**src/scrsc_pkg.sv**
```systemverilog
// Shared decode codes, constants and types for the single-cycle RISC subset core.
package scrsc_pkg;

  localparam int unsigned XLEN      = 32;
  localparam int unsigned IDX_W     = 30;
  localparam int unsigned REG_COUNT = 32;
  localparam int unsigned REG_AW    = $clog2(REG_COUNT);

  localparam logic [XLEN-1:0] TEXT_BASE_RESET = 32'h0040_0000;

  // opcodes
  localparam logic [5:0] OP_RTYPE = 6'b000000;
  localparam logic [5:0] OP_J     = 6'b000010;
  localparam logic [5:0] OP_BEQ   = 6'b000100;
  localparam logic [5:0] OP_ADDI  = 6'b001000;
  localparam logic [5:0] OP_ADDIU = 6'b001001;

  // R-type function codes
  localparam logic [5:0] FN_ADD  = 6'b100000;
  localparam logic [5:0] FN_ADDU = 6'b100001;
  localparam logic [5:0] FN_SUB  = 6'b100010;
  localparam logic [5:0] FN_MULT = 6'b011000;
  localparam logic [5:0] FN_MFLO = 6'b010010;

  typedef struct packed {
    logic              en;
    logic [REG_AW-1:0] addr;
    logic [XLEN-1:0]   data;
  } rf_wr_t;

  typedef struct packed {
    logic              reg_write;
    logic [REG_AW-1:0] dest_reg;
    logic [XLEN-1:0]   dest_value;
    logic              lo_written;
    logic [XLEN-1:0]   lo_value;
    logic [IDX_W-1:0]  next_index;
  } exec_res_t;

endpackage

```
**src/scrsc_regfile.sv**
```systemverilog
// General register file: 32 x 32 memory, two registered reads, write bypass, valid bits.
module scrsc_regfile (
  input  logic                          clk,
  input  logic                          rst,
  input  logic                          rd_en,
  input  logic [scrsc_pkg::REG_AW-1:0]  rs_addr,
  input  logic [scrsc_pkg::REG_AW-1:0]  rt_addr,
  input  scrsc_pkg::rf_wr_t             wr,
  output logic [scrsc_pkg::XLEN-1:0]    rs_data,
  output logic [scrsc_pkg::XLEN-1:0]    rt_data
);

  logic [scrsc_pkg::XLEN-1:0]      mem [scrsc_pkg::REG_COUNT];
  logic [scrsc_pkg::REG_COUNT-1:0] written;

  logic [scrsc_pkg::XLEN-1:0] ram_a, ram_b, fwd_val;
  logic                       fwd_a, fwd_b, vld_a, vld_b;

  // entries not yet written since reset read as zero
  always_ff @(posedge clk) begin
    if (rst) begin
      written <= '0;
    end else if (wr.en) begin
      written[wr.addr] <= 1'b1;
    end
  end

  always_ff @(posedge clk) begin
    if (wr.en) begin
      mem[wr.addr] <= wr.data;
    end
  end

  // read at accept; a write landing on the same edge is forwarded
  always_ff @(posedge clk) begin
    if (rd_en) begin
      ram_a   <= mem[rs_addr];
      ram_b   <= mem[rt_addr];
      vld_a   <= written[rs_addr];
      vld_b   <= written[rt_addr];
      fwd_a   <= wr.en && (wr.addr == rs_addr);
      fwd_b   <= wr.en && (wr.addr == rt_addr);
      fwd_val <= wr.data;
    end
  end

  assign rs_data = fwd_a ? fwd_val : (vld_a ? ram_a : '0);
  assign rt_data = fwd_b ? fwd_val : (vld_b ? ram_b : '0);

endmodule

```
**src/scrsc_exec.sv**
```systemverilog
// Decode, ALU, multiplier and next-index logic for one instruction.
module scrsc_exec (
  input  logic [31:0]                     instr_word,
  input  logic [scrsc_pkg::XLEN-1:0]      rs_val,
  input  logic [scrsc_pkg::XLEN-1:0]      rt_val,
  input  logic [scrsc_pkg::XLEN-1:0]      lo_val,
  input  logic [scrsc_pkg::IDX_W-1:0]     pc_index,
  input  logic [scrsc_pkg::XLEN-1:0]      text_base,
  output scrsc_pkg::exec_res_t            res
);

  logic [5:0]                  op, fn;
  logic [scrsc_pkg::REG_AW-1:0] rt, rd;
  logic [scrsc_pkg::XLEN-1:0]  imm, tgt, jdiff, val;
  logic [63:0]                 prod;
  logic [scrsc_pkg::IDX_W-1:0] seq_idx;
  logic                        wr;
  logic [scrsc_pkg::REG_AW-1:0] dst;

  assign op      = instr_word[31:26];
  assign rt      = instr_word[20:16];
  assign rd      = instr_word[15:11];
  assign fn      = instr_word[5:0];
  assign imm     = {{16{instr_word[15]}}, instr_word[15:0]};
  assign tgt     = {instr_word[25:0], 2'b00};
  assign jdiff   = tgt - text_base;
  assign prod    = rs_val * rt_val;
  assign seq_idx = pc_index + 30'd1;

  always_comb begin
    wr             = 1'b0;
    dst            = '0;
    val            = '0;
    res.lo_written = 1'b0;
    res.lo_value   = prod[scrsc_pkg::XLEN-1:0];
    res.next_index = seq_idx;
    case (op)
      scrsc_pkg::OP_RTYPE: begin
        case (fn)
          scrsc_pkg::FN_ADD, scrsc_pkg::FN_ADDU: begin
            wr = 1'b1; dst = rd; val = rs_val + rt_val;
          end
          scrsc_pkg::FN_SUB: begin
            wr = 1'b1; dst = rd; val = rs_val - rt_val;
          end
          scrsc_pkg::FN_MULT: begin
            res.lo_written = 1'b1;
          end
          scrsc_pkg::FN_MFLO: begin
            wr = 1'b1; dst = rd; val = lo_val;
          end
          default: ;
        endcase
      end
      scrsc_pkg::OP_ADDI, scrsc_pkg::OP_ADDIU: begin
        wr = 1'b1; dst = rt; val = rs_val + imm;
      end
      scrsc_pkg::OP_J: begin
        res.next_index = jdiff[31:2];
      end
      scrsc_pkg::OP_BEQ: begin
        if (rs_val == rt_val) begin
          res.next_index = seq_idx + imm[scrsc_pkg::IDX_W-1:0];
        end
      end
      default: ;
    endcase
    // register zero is hardwired; a dropped write reports all zero
    if (wr && (dst != '0)) begin
      res.reg_write  = 1'b1;
      res.dest_reg   = dst;
      res.dest_value = val;
    end else begin
      res.reg_write  = 1'b0;
      res.dest_reg   = '0;
      res.dest_value = '0;
    end
  end

endmodule

```
**src/single_cycle_risc_subset_core.sv**
```systemverilog
// A request moves from the decode stage into the result register. Throughput: one
// instruction per cycle while out_stall is low; the register file is read at accept and
// the instruction executes and writes back as it moves into the result register.
// Reset (rst, synchronous): registers read as zero, LO and the instruction index clear
// to zero, text_base returns to 0x00400000, both pipeline stages empty.
module single_cycle_risc_subset_core (
  input  logic               clk,
  input  logic               rst,
  // instruction request channel
  input  logic               in_valid,
  output logic               in_stall,
  input  logic [31:0]        instr_word,
  // result channel
  output logic               out_valid,
  input  logic               out_stall,
  output logic [29:0]        executed_index,
  output logic               reg_write,
  output logic [4:0]         dest_reg,
  output logic signed [31:0] dest_value,
  output logic               lo_written,
  output logic [29:0]        next_index,
  // configuration
  input  logic               text_base_we,
  input  logic [31:0]        text_base
);

  // decode stage: instruction word plus register operands read at accept
  logic        s1_valid;
  logic [31:0] s1_word;

  logic [scrsc_pkg::XLEN-1:0]  text_base_reg;
  logic [scrsc_pkg::XLEN-1:0]  lo_reg;
  logic [scrsc_pkg::IDX_W-1:0] pc_index;

  logic [scrsc_pkg::XLEN-1:0]  rs_val, rt_val;
  scrsc_pkg::exec_res_t        res;
  scrsc_pkg::rf_wr_t           rf_wr;

  logic in_accept, move;

  // the decode stage retires whenever the result register is free or being drained
  assign move      = s1_valid && (!out_valid || !out_stall);
  assign in_stall  = s1_valid && !move;
  assign in_accept = in_valid && !in_stall;

  // architectural state is updated as the instruction retires
  assign rf_wr.en   = move && res.reg_write;
  assign rf_wr.addr = res.dest_reg;
  assign rf_wr.data = res.dest_value;

  scrsc_regfile u_regfile (
    .clk     (clk),
    .rst     (rst),
    .rd_en   (in_accept),
    .rs_addr (instr_word[25:21]),
    .rt_addr (instr_word[20:16]),
    .wr      (rf_wr),
    .rs_data (rs_val),
    .rt_data (rt_val)
  );

  scrsc_exec u_exec (
    .instr_word (s1_word),
    .rs_val     (rs_val),
    .rt_val     (rt_val),
    .lo_val     (lo_reg),
    .pc_index   (pc_index),
    .text_base  (text_base_reg),
    .res        (res)
  );

  always_ff @(posedge clk) begin
    if (rst) begin
      text_base_reg <= scrsc_pkg::TEXT_BASE_RESET;
    end else if (text_base_we) begin
      text_base_reg <= text_base;
    end
  end

  always_ff @(posedge clk) begin
    if (rst) begin
      s1_valid <= 1'b0;
    end else if (in_accept) begin
      s1_valid <= 1'b1;
    end else if (move) begin
      s1_valid <= 1'b0;
    end
  end

  always_ff @(posedge clk) begin
    if (in_accept) begin
      s1_word <= instr_word;
    end
  end

  always_ff @(posedge clk) begin
    if (rst) begin
      pc_index <= '0;
      lo_reg   <= '0;
    end else if (move) begin
      pc_index <= res.next_index;
      if (res.lo_written) begin
        lo_reg <= res.lo_value;
      end
    end
  end

  // result register
  always_ff @(posedge clk) begin
    if (rst) begin
      out_valid <= 1'b0;
    end else begin
      out_valid <= move || (out_valid && out_stall);
    end
  end

  always_ff @(posedge clk) begin
    if (move) begin
      executed_index <= pc_index;
      reg_write      <= res.reg_write;
      dest_reg       <= res.dest_reg;
      dest_value     <= res.dest_value;
      lo_written     <= res.lo_written;
      next_index     <= res.next_index;
    end
  end

endmodule
```
**config.mk**
```make
export PLATFORM = sky130hd
export DESIGN_NAME = single_cycle_risc_subset_core
export DESIGN_NICKNAME = d
export VERILOG_FILES = /design/src/scrsc_pkg.sv /design/src/scrsc_regfile.sv /design/src/scrsc_exec.sv /design/src/single_cycle_risc_subset_core.sv
export SDC_FILE = /design/constraint.sdc
export NUM_CORES = 2
export LEC_CHECK = 0
export ABC_AREA = 0
export ABC_CLOCK_PERIOD_IN_PS = 10860
export BUFFER_PORTS_ARGS = -buffer_cell sky130_fd_sc_hd__buf_4
export CAP_MARGIN = 40
export CORE_UTILIZATION = 44
export DETAILED_ROUTE_END_ITERATION = 8
export GPL_ROUTABILITY_DRIVEN = 0
export HOLD_SLACK_MARGIN = 0.05
export SKIP_LAST_GASP = 1
export SLEW_MARGIN = 5
export SYNTH_ARGS = -nofsm -noshare
export SYNTH_HDL_FRONTEND = slang
export SYNTH_SLANG_ARGS = --single-unit
```
**constraint.sdc**
```tcl
create_clock -name clk -period 10.86 [get_ports clk]
set_clock_uncertainty 0.1 [all_clocks]
set_input_delay 0.543 -clock clk [delete_from_list [all_inputs] [get_ports clk]]
set_output_delay 0.543 -clock clk [all_outputs]
set_load 0.01 [all_outputs]
```
# Yosys cells after proc, flatten, opt, wreduce, memory -nomap -nowiden
# Memory sizes are Yosys's and may differ from the RTL's. A register that Yosys moved wholly into a read port is not among the register bits.
# Cells that the tools add are included.
# Widths: inputs -> output; s select.
# totals
reg_bits	295
ramBits	1024
in_bits	69
out_inout_bits	101
word_cells	90
mem_count	1
# mem_list
name	depth	width	read_ports	rd_clocked_by_memory_dff	wr	line_no	text
u_regfile.mem	32	32	2	2	1	scrsc_regfile.sv:13	logic [scrsc_pkg::XLEN-1:0] mem [scrsc_pkg::REG_COUNT];
# op_classes
n_addsub	6
n_mul	1
magnitude_cmp	4
eq_ne	12
n_mux	25
bitwise_logic	1
reduce_logical	22
# op_table
op	count
$mux 32	4
$pmux 32 s3	1
$add 32x32->32	2
$pmux 32 s2	1
$pmux 30 s2	1
$mux 38	1
$eq 32x32->1	1
$mul 32x32->32	1
$or 32x32->32	1
$sub 28x32->32	1
$sub 32x32->32	1
$add 30x1->30 const B	1
$add 30x30->30	1
$mux 30	1
$eq 6x6->1 const B	3
$lt 5x6->1 const B	3
$eq 6x4->1 const B	2
$eq 6x5->1 const B	2
$bmux 1 s5	2
$eq 5x5->1	2
$mux 1	10
$pmux 5 s2	1
$logic_and 1x1->1	9
$eq 6x2->1 const B	1
13 further kinds	18

# Logic depth before layout (Yosys ltp)
# depth
depth_word	12
ltp_mapped	35

# Cells and area by module
# From an unflattened synthesis, not the netlist that was laid out.
# unflattened
cells_unflattened	7455
hier_area_um2	86439.2
# modules_own_cells
module	instances	cells_per_inst	area_each_um2	seq_area_each_um2
scrsc_regfile	1	3766	54140.7	34393.0
scrsc_exec	1	3167	24885.1	0.0
single_cycle_risc_subset_core	1	522	7413.4	5855.6

# Least setup slack after synthesis
# OpenSTA, ideal clock, no wires.
# synth_path
path_kind	reg-to-reg
startpoint	reg u_regfile.fwd_b
endpoint	reg lo_reg[31] in the netlist's numbering
setup_time_ns	0.068
t_arrival_ns	7.847
slack_ns	2.845
stages_incl_launch_ff	33
synth_period_minus_slack_ns	8.015
path_cell_list	edfxtp_1 > buf_6 > buf_4 > buf_4 > buf_2 > a22o_1 > buf_2 > inv_1 > clkbuf_1 > nor2_1 > fa_1 > inv_1 > fa_1 > fa_1 > fa_1 > inv_1 > fa_1 > inv_1 > fa_1 > inv_1 > fa_1 > fa_1 > ha_1 > a21oi_1 > nand3b_1 > nor4_1 > a211o_1 > nand2_1 > a221o_1 > o41ai_1 > xor2_1 > nand2_1 > a21oi_2
# synth_between
elab_chain_len	2
# synth_rtl
element	line_no	text
start, declared	scrsc_regfile.sv:17	logic fwd_a, fwd_b, vld_a, vld_b;
start signal, assigned	scrsc_regfile.sv:42	fwd_b <= wr.en && (wr.addr == rt_addr);
$mux 32	scrsc_regfile.sv:48	assign rt_data = fwd_b ? fwd_val : (vld_b ? ram_b : '0);
$mul 32x32->32	scrsc_exec.sv:27	assign prod = rs_val * rt_val;
end signal, assigned	single_cycle_risc_subset_core.sv:103	lo_reg <= res.lo_value;
end, declared	single_cycle_risc_subset_core.sv:32	logic [scrsc_pkg::XLEN-1:0] lo_reg;
# No other way between the ends.
# A chain may end at the register's enable or synchronous reset.

# Worst setup path in the final report
# layout_path
startpoint	reg u_regfile.vld_b
endpoint	reg lo_reg[31] in the netlist's numbering
# layout_between
elab_chain_len	3
# layout_rtl
element	line_no	text
start, declared	scrsc_regfile.sv:17	
start signal, assigned	scrsc_regfile.sv:40	vld_b <= written[rt_addr];
$mux 32 (2 in a row)	scrsc_regfile.sv:48	
$mul 32x32->32	scrsc_exec.sv:27	
# No other way between the ends.

==> flow_metrics.tcl <==
set metrics [dict create \
    synth-edff-count 1255 \
    hold_path_class "in -> reg" \
    port_buffers 169 \
    ys_ff_latch 1383 \
    maxCapViolations 0 \
    worstSetupStartpoint "u_regfile.vld_b" \
    worstReg2RegStart "u_regfile.vld_b" \
    start_util 0.445 \
    viasPerCell 6.23 \
    drive_gt1_frac 0.224 \
    ctsRootBufferMaster "clkbuf_16" \
    crit_fanout 21 \
    timing.rr.end "lo_reg[31]" \
    maxSlewViolCount 0 \
    yosysWarnings 0 \
    post-cts-setup-buffers 0 \
    die_width_um 439 \
    firstDrtPassIters 7 \
    clk_latency_ns 0.80 \
    synth_mux_area_frac 0.191 \
    p_leak_nw 36.8 \
    synth_top_area_share 0.449 \
    reg2reg_depth 28 \
    grt_pass1_wl_mm 387 \
    power_density_nw_per_um2 144 \
    arrival_ns 9.98 \
    synthDistinctLibCells 101 \
    placed_cells 8475 \
    synth_area_leader_cell "edfxtp_1" \
    outcome "completed" \
    cpMaxStageDelayCell "inv_1" \
    crit_path_frequent_cell "fa_1" \
    cts_tree "built" \
    first_iter_violations 6317 \
    syn_to_final_growth_pct 12.9 \
    crit_type "reg -> reg" \
    ys.flop_type "edfxtp_1" \
    avgSynthCellArea_sq_um 14.1 \
    drtAntennaViolNets 0 \
    grt_usage 0.278 \
    clock-sinks 1383 \
    synthArstFlopShare 0 \
    cp-end-kind "flip-flop" \
    instances_no_fill 8811 \
    fmax_mhz 107 \
    synth_most_common_cell "edfxtp_1" \
    max_stage_delay_ns 0.57 \
    cp_num_buf_inv 6 \
    regMostFlops "u_regfile.mem" \
    syn_area_sq_um 83900 \
    synth-compound-area-share 0.0620 \
    syn_inst 5944 \
    clkSlewWorstSetupHoldPaths_ns 0.07 \
    yosys.area_share.xor_xnor 0.0213 \
    numCtsBuffers 148 \
    fin_crit_sh 0.862 \
    yosys.area_share.simple 0.0675 \
    synth_top_family_by_area "multiplexers" \
    drc_errors 0 \
    period_minus_slack_ns 9.36 \
    vias 54900 \
    tightest_slew_ns 1.14 \
    setup-tns-final_ns 0 \
    antenna_found_initial 15 \
    nNetsFinal 6943 \
    endpoint "lo_reg[31]" \
    synth_commonest_cells "1255 x edfxtp_1, 660 x mux4_2, 612 x nor2_1" \
    coreArea_sq_um 189000 \
    cts_max_path_buffers 3 \
    pin_count 170 \
    ff2ff_setup_slack_ns 1.50 \
    start_kind "flip-flop" \
    largest_reg_flops 1024 \
    crit_cells 28 \
    finalHoldViolations 0 \
    vdd_drop_max_uv 159 \
    grt_pass1_vias 55800 \
    grt.overflow.total 0 \
    max-slew-margin-rel 0.242 \
    yosysSeqAreaShare 0.480 \
    yosys-top-cells-area "edfxtp_1 45%, mux4_2 18%, fa_1 9.8%, ha_1 4.1%, dfxtp_1 3.1%" \
    die-area_sq_um 192000 \
    crit_family "adder cells" \
    wl_per_cell_um 30.3 \
    rsz0062_at_grt "false" \
    grt_max_degree 115 \
    required_ns 11.48 \
    whs_ns 0.182 \
    setup_viol 0 \
    dieHeight_um 439 \
    rows 159 \
    cts_htree_levels 4 \
    place_hpwl_mm 175 \
    synthAdderAreaFrac 0.139 \
    routed_wl_mm 267 \
]
==> per-stage QoR <==
step           utilization  worst slack [ns]  total power [W]  area, sq um
6_report             0.502              1.50           0.0136        94800
4_1_cts              0.502              1.64           0.0137        94700
2_1_floorplan            -              2.85          0.00775        84000
3_5_place_dp         0.473              1.68          0.00854        89300
5_1_grt              0.502              1.04           0.0141        94700
3_3_place_gp         0.470              1.95          0.00849        88600
==> layout by cell type, fill, tap and decap left out, types with 23 or more instances in the layout <==
master	count
edfxtp_1	1255
mux4_2	660
nor2_1	569
inv_1	513
fa_1	412
nand2_1	390
buf_4	287
ha_1	272
a21oi_1	188
clkbuf_16	152
xnor2_1	131
dfxtp_1	128
o21ai_0	120
mux2_2	69
dlygate4sd3_1	59
xor2_1	58
nand3_1	54
a22oi_1	50
clkinv_1	48
a21o_1	42
nor3_1	41
mux2i_1	35
a211oi_1	34
nor2_4	32
conb_1	32
nand2b_1	30
and3_1	30
o21a_1	28
a221o_1	23
==> what timing repair did <==
item                      CTS  global route
hold buffers               59             0
hold endpoints to repair   59             0
resized for setup           0             0
==> power by group <==
group          total (W)  switching [W]  internal [W]  leakage [nW]
combinational    0.00263        0.00156       0.00107          19.6
clock            0.00512        0.00226       0.00287          2.36
sequential       0.00586      0.0000538       0.00581          14.8
total             0.0136        0.00387       0.00974          36.8
==> worst register-to-register path: cells and delay by family, from the launching register on <==
family          cells  cell delay [ns]
simple gates        6             1.29
xor+xnor            1             0.20
compound gates      6             1.83
buf+inv             6             1.18
fa+ha+maj           9             4.23
flops               1             0.42
==> final cells by class <==
type                       instances  area (sq um)
fill                           15900         93800
multi-input combinational       3727         40800
sequential                      1383         40200
clock buffer                     180          3970
timing repair buffer             385          3590
tap                             2495          3120
inverter                         545          2050
clock inverter                    90           913
antenna                            6          15.0
==> cells by family (layout without fill, tap and decap cells) <==
kind of cell | after synthesis | count (layout)
XOR/XNOR | 195 | 195
buffers and inverters | 865 | 1200
AO/OA/AOI/OAI | 747 | 747
AND/OR/NAND/NOR | 1305 | 1305
other | 1 | 38
flip-flops | 1383 | 1383
adder cells (fa/ha/maj) | 684 | 684
multiplexers | 764 | 764
==> per-layer routing <==
metal  track usage  share of wire  up-vias
met4         0.113          0.045        6
met1         0.369           0.39    28600
met5             0        0.00015        -
met2         0.449           0.48     2944
li1              -              -    22700
met3        0.0549          0.090      592
==> how the worst min path moves through the flow <==
stage / cells past startpoint / from / slack [ns] / endpoint
6_report: 2 / rst / 0.18 / lo_reg[9]
5_1_grt: 2 / rst / 0.15 / lo_reg[9]
4_1_cts: 2 / rst / 0.12 / lo_reg[9]
3_5_place_dp: 0 / pc_index[25] / 0.35 / executed_index[25]
3_3_place_gp: 2 / lo_reg[1] / 0.35 / lo_reg[1]
2_1_floorplan: 0 / pc_index[13] / 0.31 / executed_index[13]
No activity file was read; power rests on OpenSTA's default activity.
